### config.mk
export PLATFORM = sky130hd
export DESIGN_NAME = ght_exec
export DESIGN_NICKNAME = d
export VERILOG_FILES = /design/src/hdl/ght_pkg.sv /design/src/hdl/ght_exec.sv
export SDC_FILE = /design/constraint.sdc
export NUM_CORES = 1
export LEC_CHECK = 0
export BUFFER_PORTS_ARGS = -buffer_cell sky130_fd_sc_hd__buf_2
export CAP_MARGIN = 15
export CORE_AREA = 4 4 131 133
export DETAILED_ROUTE_END_ITERATION = 8
export DIE_AREA = 0 0 135 137
export PLACE_DENSITY = 0.57
export SYNTH_ARGS = -nofsm -noshare
export SYNTH_HDL_FRONTEND = slang
export SYNTH_SLANG_ARGS = --single-unit
### constraint.sdc
create_clock -name vclk -period 10.16
set_input_delay 1.016 -clock vclk [all_inputs]
set_output_delay 1.016 -clock vclk [all_outputs]
set_load 0.005 [all_outputs]
### src/hdl/ght_pkg.sv
// shared constants, codes and types of the generational handle table
package ght_pkg;

  localparam int DEF_ENTRIES      = 4096;
  localparam int DEF_COUNTER_BITS = 15;
  localparam int DEF_TYPE_BITS    = 5;
  localparam int VALUE_W          = 32;
  localparam int OP_W             = 3;
  localparam int STATUS_W         = 2;

  typedef enum logic [OP_W-1:0] {
    OP_ADD    = 3'd0,
    OP_REMOVE = 3'd1,
    OP_UPDATE = 3'd2,
    OP_GET    = 3'd3,
    OP_CLEAR  = 3'd4
  } opcode_e;

  typedef enum logic [STATUS_W-1:0] {
    ST_OK         = 2'd0,
    ST_BAD_HANDLE = 2'd1,
    ST_FULL       = 2'd2
  } status_e;

  typedef enum logic {
    FSM_IDLE,
    FSM_EXEC
  } fsm_e;

  // decision of one operation
  typedef struct packed {
    logic    mem_we;
    status_e status;
  } ght_ctl_t;

endpackage

### src/hdl/ght_exec.sv
// operation datapath: checks the handle, builds the write-back word and the result
module ght_exec #(
  parameter int ENTRIES      = ght_pkg::DEF_ENTRIES,
  parameter int COUNTER_BITS = ght_pkg::DEF_COUNTER_BITS,
  parameter int TYPE_BITS    = ght_pkg::DEF_TYPE_BITS,
  parameter int IW           = $clog2(ENTRIES),
  parameter int CW           = $clog2(ENTRIES + 1)
) (
  input  logic [ght_pkg::OP_W-1:0]    op_i,
  input  logic [IW-1:0]               idx_i,
  input  logic [COUNTER_BITS-1:0]     ctr_i,
  input  logic [TYPE_BITS-1:0]        typ_i,
  input  logic [ght_pkg::VALUE_W-1:0] val_i,
  input  logic [IW-1:0]               addr_i,
  // raw slot read
  input  logic [COUNTER_BITS-1:0]     rd_gen_i,
  input  logic                        rd_active_i,
  input  logic [IW-1:0]               rd_next_i,
  input  logic [ght_pkg::VALUE_W-1:0] rd_value_i,
  // table registers
  input  logic [IW-1:0]               head_i,
  input  logic [CW-1:0]               fresh_i,
  input  logic [CW-1:0]               live_i,
  output logic [IW-1:0]               head_o,
  output logic [CW-1:0]               fresh_o,
  output logic [CW-1:0]               live_o,
  // write-back word
  output ght_pkg::ght_ctl_t           ctl_o,
  output logic [COUNTER_BITS-1:0]     wr_gen_o,
  output logic                        wr_active_o,
  output logic [IW-1:0]               wr_next_o,
  output logic [ght_pkg::VALUE_W-1:0] wr_value_o,
  // result
  output logic [IW-1:0]               new_index_o,
  output logic [COUNTER_BITS-1:0]     new_counter_o,
  output logic [TYPE_BITS-1:0]        new_type_o,
  output logic [ght_pkg::VALUE_W-1:0] value_out_o
);

  logic [CW-1:0]           addr_ext;
  logic                    fresh;
  logic [IW-1:0]           fresh_next;
  logic [COUNTER_BITS-1:0] eff_gen;
  logic                    eff_active;
  logic [IW-1:0]           eff_next;
  logic                    in_range;
  logic                    hit;
  logic [COUNTER_BITS-1:0] gen_inc;

  // slots at or above the fresh mark are untouched since clear
  assign addr_ext   = CW'(addr_i);
  assign fresh      = (addr_ext >= fresh_i);
  assign fresh_next = (addr_ext == CW'(ENTRIES - 1)) ? '0 : IW'(addr_ext + CW'(1));
  assign eff_gen    = fresh ? COUNTER_BITS'(1) : rd_gen_i;
  assign eff_active = fresh ? 1'b0 : rd_active_i;
  assign eff_next   = fresh ? fresh_next : rd_next_i;
  assign in_range   = (CW'(idx_i) < CW'(ENTRIES));
  assign hit        = in_range && eff_active && (eff_gen == ctr_i);
  assign gen_inc    = eff_gen + COUNTER_BITS'(1);

  always_comb begin
    head_o        = head_i;
    fresh_o       = fresh_i;
    live_o        = live_i;
    ctl_o.mem_we  = 1'b0;
    ctl_o.status  = ght_pkg::ST_OK;
    wr_gen_o      = eff_gen;
    wr_active_o   = eff_active;
    wr_next_o     = eff_next;
    wr_value_o    = rd_value_i;
    new_index_o   = '0;
    new_counter_o = '0;
    new_type_o    = '0;
    value_out_o   = '0;
    case (ght_pkg::opcode_e'(op_i))
      ght_pkg::OP_ADD: begin
        if (live_i == CW'(ENTRIES)) begin
          ctl_o.status = ght_pkg::ST_FULL;
        end else begin
          ctl_o.mem_we  = 1'b1;
          wr_gen_o      = gen_inc;
          wr_active_o   = 1'b1;
          wr_next_o     = '0;
          wr_value_o    = val_i;
          head_o        = eff_next;
          live_o        = live_i + CW'(1);
          if (fresh) begin
            fresh_o = fresh_i + CW'(1);
          end
          new_index_o   = addr_i;
          new_counter_o = gen_inc;
          new_type_o    = typ_i;
        end
      end
      ght_pkg::OP_REMOVE: begin
        if (hit) begin
          ctl_o.mem_we = 1'b1;
          wr_active_o  = 1'b0;
          wr_next_o    = head_i;
          head_o       = idx_i;
          live_o       = live_i - CW'(1);
        end else begin
          ctl_o.status = ght_pkg::ST_BAD_HANDLE;
        end
      end
      ght_pkg::OP_UPDATE: begin
        if (hit) begin
          ctl_o.mem_we = 1'b1;
          wr_value_o   = val_i;
        end else begin
          ctl_o.status = ght_pkg::ST_BAD_HANDLE;
        end
      end
      ght_pkg::OP_GET: begin
        if (hit) begin
          value_out_o = rd_value_i;
        end else begin
          ctl_o.status = ght_pkg::ST_BAD_HANDLE;
          value_out_o  = '1;
        end
      end
      ght_pkg::OP_CLEAR: begin
        head_o  = '0;
        fresh_o = '0;
        live_o  = '0;
      end
      default: begin
        ctl_o.status = ght_pkg::ST_BAD_HANDLE;
      end
    endcase
  end

endmodule

==> key figures, run 1 <==
Synth
  • Yosys top cell by area: mux2_2
  • Post-synth top area share: between 10% and 20%
  • Largest family of logic cells by synthesized area: simple AND/OR/NAND/NOR gates
  • Fraction of synthesized area in multiplexers: a little over an eighth
  • Mean Syn Cell Area: roughly 6.4 µm²
  • Yosys cell types: 63
  • Dominant cells by area after synthesis: mux2_2 (12%), nor2_1 (8.5%), xnor2_1 (6.8%)
  • Post-synthesis compound-gate area fraction: 29.2%
  • Yosys warns: 0
  • Synth Area in XOR/XNOR: between 10% and 20%
  • Adder-cell share of the synthesized area: under 10%
  • Post-synthesis simple-gate area fraction: between 30% and 40%
  • Post-Synthesis Cells: 620
  • Post-Syn Area: between 3000 and 4000 µm²
  • Register area share after synthesis: 0%
  • Post-synth net total: 815

Finish
  • Non-Filler Instances: 1135
  • FFs & Latches: 0
  • ANT cells: 0
  • # fillers: roughly 1800
  • NumNets Final: 1116
  • Final instance area: around 5800 µm²
  • Seq. cell area: 0 µm²
  • Share of layout cells above drive strength 1: between 40% and 50%
  • Area Growth Syn to Fin: 45.6%
  • Clock Buffer Count: 0

STA
  • Setup TNS: 0 ps
  • Slew HR: between 30% and 40%
  • Max Freq: about 0.16 GHz
  • Min Hold Slack: between 2000 and 2500 ps
  • Final Hold Fails: 0
  • Least-Margin Pin Slew: approximately 1000 ps
  • Unrepaired setup endpoints after global routing: false
  • Max-slew violations: 0
  • Post-layout min period: 6140 ps
  • Crit share post-route: between 60% and 70%
  • Final setup vio count: 0

Die
  • Die height: ~140 µm
  • Die W: 135 µm
  • Core Rows: 46
  • Starting density of the core: ~25%
  • Top-level I/O count: 342
  • Die footprint: ~18000 µm²
  • Core footprint: between 15000 and 20000 µm²

GRT
  • Total GRT Usage: about a fifth
  • Vias in the first global route: 5401
  • First-pass GRT wire length: 30500 µm
  • Initial antenna violation count: 2
  • Overflow after GRT: 0
  • Largest net degree at the start of global routing: 47

Route
  • TritonRoute pass-1 iters: 5
  • Drt via density: around 5.2
  • Total wire length: between 20000 and 25000 µm
  • Drt drc: 0
  • Post-route ant nets: 0
  • Via count: approximately 5900
  • DR iter-0 viols: between 300 and 400
  • WL per Instance: approximately 18 µm

Placed design
  • Post-DP HPWL: around 17000 µm
  • Routability congestion estimate from global placement: 0.899
  • Dpl cells: around 1100
  • IO buf count: 342
  • Post-place instance area: approximately 5800 µm²

Setup path
  • CP arrival: between 5000 and 6000 ps
  • CP endpoint kind: output port
  • CP required: 9140 ps
  • Max FO, Critical Path: 46
  • WS Path Type: primary input to output port
  • CP startpoint kind: primary input

Pwr
  • VDD IR max: approximately 16 µV
  • Pwr dens: 40.1 nW/µm²
  • Leakage: around 2.9 nW

CTS
  • Setup Buffers After CTS: 0
  • Post-CTS resize count: 0
  • Post-CTS Hold Buffers: 0

Hold path
  • Min-delay worst type: primary input to output port
  • WHS Path Cells: 3

Run status
  • Status: finished, final reports clean

Run
  • Max-cap violations: 0
[stage by stage]
stage / worst slack [ps] / utilization (%) / total power, mW
finish: 4020 / 36.6 / 0.232
floorplan: 4530 / - / 0.118
global placement: 4140 / 36.6 / 0.232
global route: 3670 / 36.6 / 0.257
CTS: 4010 / 36.6 / 0.234
detailed placement: 4030 / 36.6 / 0.232
[where the power goes]
part	internal [mW]	switching (mW)	total [mW]	leakage, nW
clock network	0	0	0	0
logic	0.107	0.125	0.232	2.89
registers	0	0	0	0
[layer usage]
metal | vias to the layer above | GRT usage [%] | share of wire (%)
li1 | 2887 | - | -
met1 | 2696 | 27.1 | 43
met2 | 274 | 35.5 | 49
met3 | 16 | 2.61 | 7.1
met4 | 4 | 2.02 | 1.1
met5 | - | 0 | 0.13
[layout make-up]
| class | count | area, µm² | area share, % |
|---|---|---|---|
| Tap cell | 216 | 270 | 4.67 |
| Timing Repair Buffer | 348 | 1760 | 30.4 |
| Inverter | 20 | 75.1 | 1.30 |
| Multi-Input combinational cell | 551 | 3680 | 63.7 |
[cell usage after synthesis, types with 2 or more instances]
| cell type | n |
|---|---|
| mux2_1 | 2 |
| a221o_1 | 13 |
| o21ai_0 | 22 |
| buf_6 | 3 |
| nor4_1 | 4 |
| nand4_1 | 11 |
| buf_1 | 3 |
| a31o_2 | 2 |
| nand3_2 | 2 |
| nor2b_1 | 4 |
| buf_2 | 5 |
| ha_1 | 18 |
| inv_1 | 19 |
| nand3_1 | 36 |
| a21oi_1 | 39 |
| o22ai_1 | 2 |
| or4_1 | 2 |
| o31ai_1 | 10 |
| and2_1 | 6 |
| o21a_1 | 35 |
| and4_1 | 2 |
| o211ai_1 | 5 |
| and3_1 | 29 |
| or2_2 | 2 |
| mux2_2 | 42 |
| a32oi_1 | 2 |
| a311oi_1 | 4 |
| a22oi_1 | 3 |
| or3_1 | 11 |
| nor2_1 | 90 |
| a21o_1 | 3 |
| xnor2_1 | 31 |
| o311ai_0 | 3 |
| a311o_1 | 2 |
| nand2_1 | 45 |
| clkbuf_1 | 37 |
| mux2i_1 | 4 |
| o21ai_1 | 2 |
| xor2_1 | 18 |
| nor3_1 | 24 |
[path summary, 6_finish.rpt]
check	from	to
worst max-delay path	fresh_i[1]	head_o[9]
worst min-delay path	rd_value_i[12]	value_out_o[12]
[kinds of logic (layout without fill, tap and decap cells)]
logic type	after synthesis	after routing
xor+xnor	49	49
fa+ha+maj	18	18
compound gates	163	163
buf+inv	69	368
mux	48	48
simple gates	273	273
[layout by cell type (no fill, tap or decap), drive strengths merged, types with 5 or more instances in the layout]
cell type,count
buf,348
nor2,91
nand2,45
mux2,44
a21oi,39
nand3,38
o21a,35
xnor2,31
and3,29
o21ai,25
nor3,24
inv,19
xor2,18
ha,18
a221o,13
nand4,11
or3,11
o31ai,10
and2,6
o211ai,5
a311oi,5
[worst max-delay path: stages]
cell and delay (ps):
buf_2 130, inv_1 50, ha_1 270, nor2b_1 130, o21bai_1 120, a311o_1 450, and3_1 410, buf_4 370
a22oi_1 190, nor2_1 290, nand4b_4 610, a21o_1 550, a221o_1 370, buf_2 130
Power figures use the tool's default switching activity.
==> run 2: changes to the inputs <==
==> constraint.sdc (replaced) <==
create_clock -name vclk -period 6.25
set_input_delay 0.625 -clock vclk [all_inputs]
set_output_delay 0.625 -clock vclk [all_outputs]
set_load 0.005 [all_outputs]
==> run 2 against run 1 <==
Critical path depth grew 3. Setup slack worse by 3000 ps. Final cell count grew 0.53%. Highest routed layer unchanged. Critical endpoint is now new_counter_o[14].
==> key figures, run 2 (synthesis gave the netlist of run 1 again) <==
Finish
  • Final instance area: 5830 µm²
  • FFs & Latches: 0
  • NumNets Final: around 1100
  • Area Growth Syn to Fin: 46.6%
  • Final core utilization: a little under two fifths
  • Most frequent cells in the layout: buf_2 (342), nor2_1 (89), nand2_1 (45), mux2_2 (42), a21oi_1 (39)
  • Seq. cell area: 0 µm²
  • Non-Filler Instances: around 1100
  • Commonest non-fill, non-tap cell in the layout: buf_2
  • Clock Buffer Count: 0
  • Share of layout cells above drive strength 1: around 44%
  • # fillers: roughly 1800

Setup path
  • Slowest cell delay on critical path: approximately 630 ps
  • Bufs and invs on worst path: 3
  • CP startpoint kind: primary input
  • WS Path Type: primary input to output port
  • Slowest CP cell: and3_1
  • Worst path top cell family by delay: simple AND/OR/NAND/NOR gates
  • Worst path cell trace: buf_2 -> inv_1 -> ha_1 -> nand3_1 -> o21bai_1 -> a311o_1 -> and3_1 -> and2_1 -> ha_1 -> nand3_1 -> nor2_1 -> nand2_1 -> nor3_1 -> nand4_1 -> or3_1 -> a21oi_1 -> buf_2
  • CP arrival: about 4600 ps
  • CP required: ~5600 ps
  • Max FO, Critical Path: 16
  • CP endpoint kind: output port

Pwr
  • Total power: approximately 0.38 mW
  • VDD IR max: between 20 and 30 µV
  • Leakage: around 2.9 nW
  • Pwr dens: around 65 nW/µm²

Die
  • Starting density of the core: roughly a quarter
  • Die W: about 140 µm
  • Core footprint: about 16000 µm²
  • Die height: approximately 140 µm
  • Die footprint: about 18000 µm²
  • Top-level I/O count: 342
  • Core Rows: 46

STA
  • Max-slew violations: 0
  • Min Hold Slack: ~1500 ps
  • Crit share post-route: between 80% and 90%
  • Setup TNS: 0 ps
  • Final setup vio count: 0
  • Post-layout min period: 5210 ps
  • Slew HR: around half
  • Max Freq: ~0.19 GHz
  • Unrepaired setup endpoints after global routing: false
  • Final Hold Fails: 0
  • Least-Margin Pin Slew: 750 ps
  • Setup ws final: 1040 ps

GRT
  • Total GRT Usage: approximately a fifth
  • Initial antenna violation count: 2
  • Largest net degree at the start of global routing: 47
  • First-pass GRT wire length: about 30000 µm
  • Vias in the first global route: roughly 5500
  • Overflow after GRT: 0

CTS
  • Post-CTS resize count: 0
  • Post-CTS Hold Buffers: 0
  • Setup Buffers After CTS: 0

Placed design
  • Dpl cells: 1140
  • Post-place instance area: 5820 µm²
  • Routability congestion estimate from global placement: roughly 0.92
  • IO buf count: ~340
  • Worst slack, placed: roughly 1100 ps
  • Post-DP HPWL: between 15000 and 20000 µm

Route
  • Drt via density: 5.18
  • Via count: 5907
  • Post-route ant nets: 0
  • DR iter-0 viols: 333
  • WL per Instance: 18.3 µm
  • TritonRoute pass-1 iters: 5
  • Total wire length: roughly 21000 µm
  • Drt drc: 0

Run
  • Max-cap violations: 0

Hold path
  • Min-delay worst type: primary input to output port
  • Min-delay src: rd_value_i[10]
  • Worst Hold End: value_out_o[10]
  • WHS Path Cells: 3

Run status
  • Status: finished, final reports clean
-- run 2: cell count changes in the layout (fill, tap and decap cells not counted) --
cell and change:
buf_4 +5, diode_2 +1
-- run 2: where the power goes --
group             total, mW  internal [mW]  switching [mW]
combinational         0.381          0.175           0.206
sequential                0              0               0
clock          0.0000000214   0.0000000214               0
total                 0.381          0.175           0.206
-- run 2: cell type report --
cell class                 instances  area (µm²)  share of cell area (%)
antenna                            1        2.50                  0.0430
inverter                          20        75.1                    1.29
multi-input combinational        551        3680                    63.2
tap                              216         270                    4.64
timing repair buffer             353        1790                    30.8
-- run 2: routing by layer --
| layer | track usage (%) | part of all wire [%] |
|---|---|---|
| met4 | 4.54 | 2.5 |
| met3 | 3.16 | 7.2 |
| met5 | 0 | 0.062 |
| met1 | 26.9 | 43 |
| met2 | 35.2 | 48 |
-- run 2: worst max path at each step --
| stage | start | cells past startpoint | end | slack [ps] |
|---|---|---|---|---|
| after floorplan | fresh_i[4] | 19 | new_counter_o[14] | 1410 |
| after detailed placement | fresh_i[1] | 17 | new_counter_o[14] | 1070 |
| after global placement | fresh_i[1] | 17 | new_counter_o[14] | 1150 |
| after global routing | fresh_i[1] | 17 | new_counter_o[14] | 710 |
| final | fresh_i[4] | 17 | new_counter_o[14] | 1040 |
| after CTS | fresh_i[1] | 17 | new_counter_o[14] | 1060 |
-- run 2: worst min-delay path, cell delays in order --
cell    delay [ps]
buf_2           80
o21a_1         110
buf_2          100
==> run 3: changes to the inputs <==
==> constraint.sdc (replaced) <==
create_clock -name vclk -period 5.4
set_input_delay 0.54 -clock vclk [all_inputs]
set_output_delay 0.54 -clock vclk [all_outputs]
set_load 0.005 [all_outputs]
==> run 3 against run 2 <==
Final cell count about the same. Largest power group unchanged. Non-clock buffer count up 1. Routed wire length down 2.3%. Critical path depth down 2. Final area up 0.43%. Hold slack worse by 170 ps. Critical path type unchanged. Combinational power up 16%. Via count down 0.91%. Setup slack worse by 460 ps. Core utilization up 0.16 points. Global-route usage down 0.45 points.
==> key figures, run 3 (synthesis gave the netlist of run 1 again) <==
Run status
  • Status: finished, final reports clean

Finish
  • Area Growth Syn to Fin: 47.3%
  • Seq. cell area: 0 µm²
  • # fillers: 1753
  • Commonest non-fill, non-tap cell in the layout: buf_2
  • Clock Buffer Count: 0
  • FFs & Latches: 0
  • Share of layout cells above drive strength 1: between 40% and 50%
  • Multi-input logic area: between 3000 and 4000 µm²
  • NumNets Final: roughly 1100
  • Most frequent cells in the layout: buf_2 (342), nor2_1 (89), nand2_1 (45), mux2_2 (42), a21oi_1 (39)
  • Non-Filler Instances: roughly 1100

STA
  • Final setup vio count: 0
  • Max Freq: between 0.2 and 0.25 GHz
  • Least-Margin Pin Slew: 736 ps
  • Post-layout min period: just under 5000 ps
  • Unrepaired setup endpoints after global routing: false
  • Slew HR: 50.8%
  • Max-slew violations: 0
  • Final Hold Fails: 0
  • Setup TNS: 0 ps
  • Crit share post-route: 89.2%

Pwr
  • VDD IR max: ~28 µV
  • Pwr dens: about 76 nW/µm²
  • Combinational power share: 100.0%
  • Sw frac: a little over half
  • Leakage: 2.92 nW
  • Internal power: 0.204 mW
  • Sw power: around 0.24 mW
  • Part of the power in the clock network: 0%
  • Share of power burned in registers: 0%

Placed design
  • IO buf count: between 300 and 400
  • Routability congestion estimate from global placement: between 0.8 and 0.9
  • Post-DP HPWL: roughly 17000 µm
  • Dpl cells: roughly 1100

Hold path
  • Min-delay src: rd_value_i[4]
  • WHS Path Cells: 3
  • Worst Hold End: value_out_o[4]
  • Min-delay worst type: primary input to output port

Setup path
  • CP required: roughly 5000 ps
  • Worst path cell trace: buf_2 -> inv_1 -> ha_1 -> nor2b_1 -> o21bai_1 -> a311o_1 -> and3_1 -> buf_4 -> nand2_1 -> nor3_1 -> nand3_2 -> o21ai_2 -> buf_4 -> mux2_2 -> buf_2
  • CP endpoint kind: output port
  • Slowest cell delay on critical path: 470 ps
  • Slowest CP cell: a311o_1
  • CP startpoint kind: primary input
  • Bufs and invs on worst path: 5
  • Stages on worst setup path: 15
  • Worst path top cell family by delay: simple AND/OR/NAND/NOR gates
  • Critical path origin: fresh_i[1]
  • CP arrival: 4280 ps
  • WS Path Type: primary input to output port
  • Max FO, Critical Path: 32

GRT
  • Vias in the first global route: about 5500
  • Initial antenna violation count: 2
  • GRT busiest layer: met2
  • Overflow after GRT: 0
  • Largest net degree at the start of global routing: 46
  • GR Layer Usage met3: under 10%
  • Total GRT Usage: 20.0%
  • Grt met2 use: 36.4%
  • GR met1 Demand/Resource: around a quarter
  • First-pass GRT wire length: 30400 µm

CTS
  • Post-CTS Hold Buffers: 0
  • Setup Buffers After CTS: 0
  • Post-CTS resize count: 0

Route
  • TritonRoute pass-1 iters: 5
  • DR iter-0 viols: 365
  • WL per Instance: about 18 µm
  • Post-route ant nets: 0
  • Drt drc: 0
  • Drt via density: a little over 5
  • Total wire length: 20400 µm
  • Via count: approximately 5900

Die
  • Starting density of the core: 25.1%
  • Top-level I/O count: between 300 and 400
  • Core Rows: 46
  • Die height: about 140 µm
  • Die W: about 140 µm
  • Die footprint: 18500 µm²
  • Core footprint: between 15000 and 20000 µm²

Run
  • Max-cap violations: 0
==> run 3: metrics by stage <==
step | cell area, µm² | hold WS [ps] | setup slack (ps) | total power, mW | utilization (%)
5_1_grt | 5850 | 1380 | 128 | 0.489 | 36.9
2_1_floorplan | 3970 | 1130 | 725 | 0.222 | -
3_5_place_dp | 5820 | 1370 | 587 | 0.442 | 36.8
6_report | 5850 | 1370 | 581 | 0.442 | 37.0
4_1_cts | 5820 | 1370 | 592 | 0.444 | 36.8
3_3_place_gp | 5820 | 1370 | 679 | 0.441 | 36.8
==> run 3: how the worst max path moves through the flow <==
stage / to / slack (ps)
2_1_floorplan: new_counter_o[14] / 730
3_3_place_gp: wr_value_o[4] / 680
3_5_place_dp: wr_value_o[7] / 590
4_1_cts: wr_value_o[7] / 590
5_1_grt: new_counter_o[14] / 130
6_report: wr_value_o[7] / 580
==> run 3: final cells by class <==
class | instances | area share (%)
Inverter | 20 | 1.28
Multi-Input combinational cell | 551 | 63.0
Tap cell | 216 | 4.62
Antenna cell | 1 | 0.0428
Timing Repair Buffer | 354 | 31.1
==> run 3: power groups by stage <==
| stage | Sequential (mW) | Clock [mW] | Combinational (mW) |
|---|---|---|---|
| floorplan | 0 | 0 | 0.222 |
| global placement | 0 | 0 | 0.441 |
| detailed placement | 0 | 0 | 0.442 |
| CTS | 0 | 0 | 0.444 |
| global route | 0 | 0 | 0.489 |
| finish | 0 | 0.0000000249 | 0.442 |
==> run 3: per-layer routing <==
metal / vias to the layer above / share of wire, %
met1: 2710 / 42
met3: 10 / 7.3
met4: 2 / 0.79
met2: 240 / 50
li1: 2891 / -
met5: - / 0.064
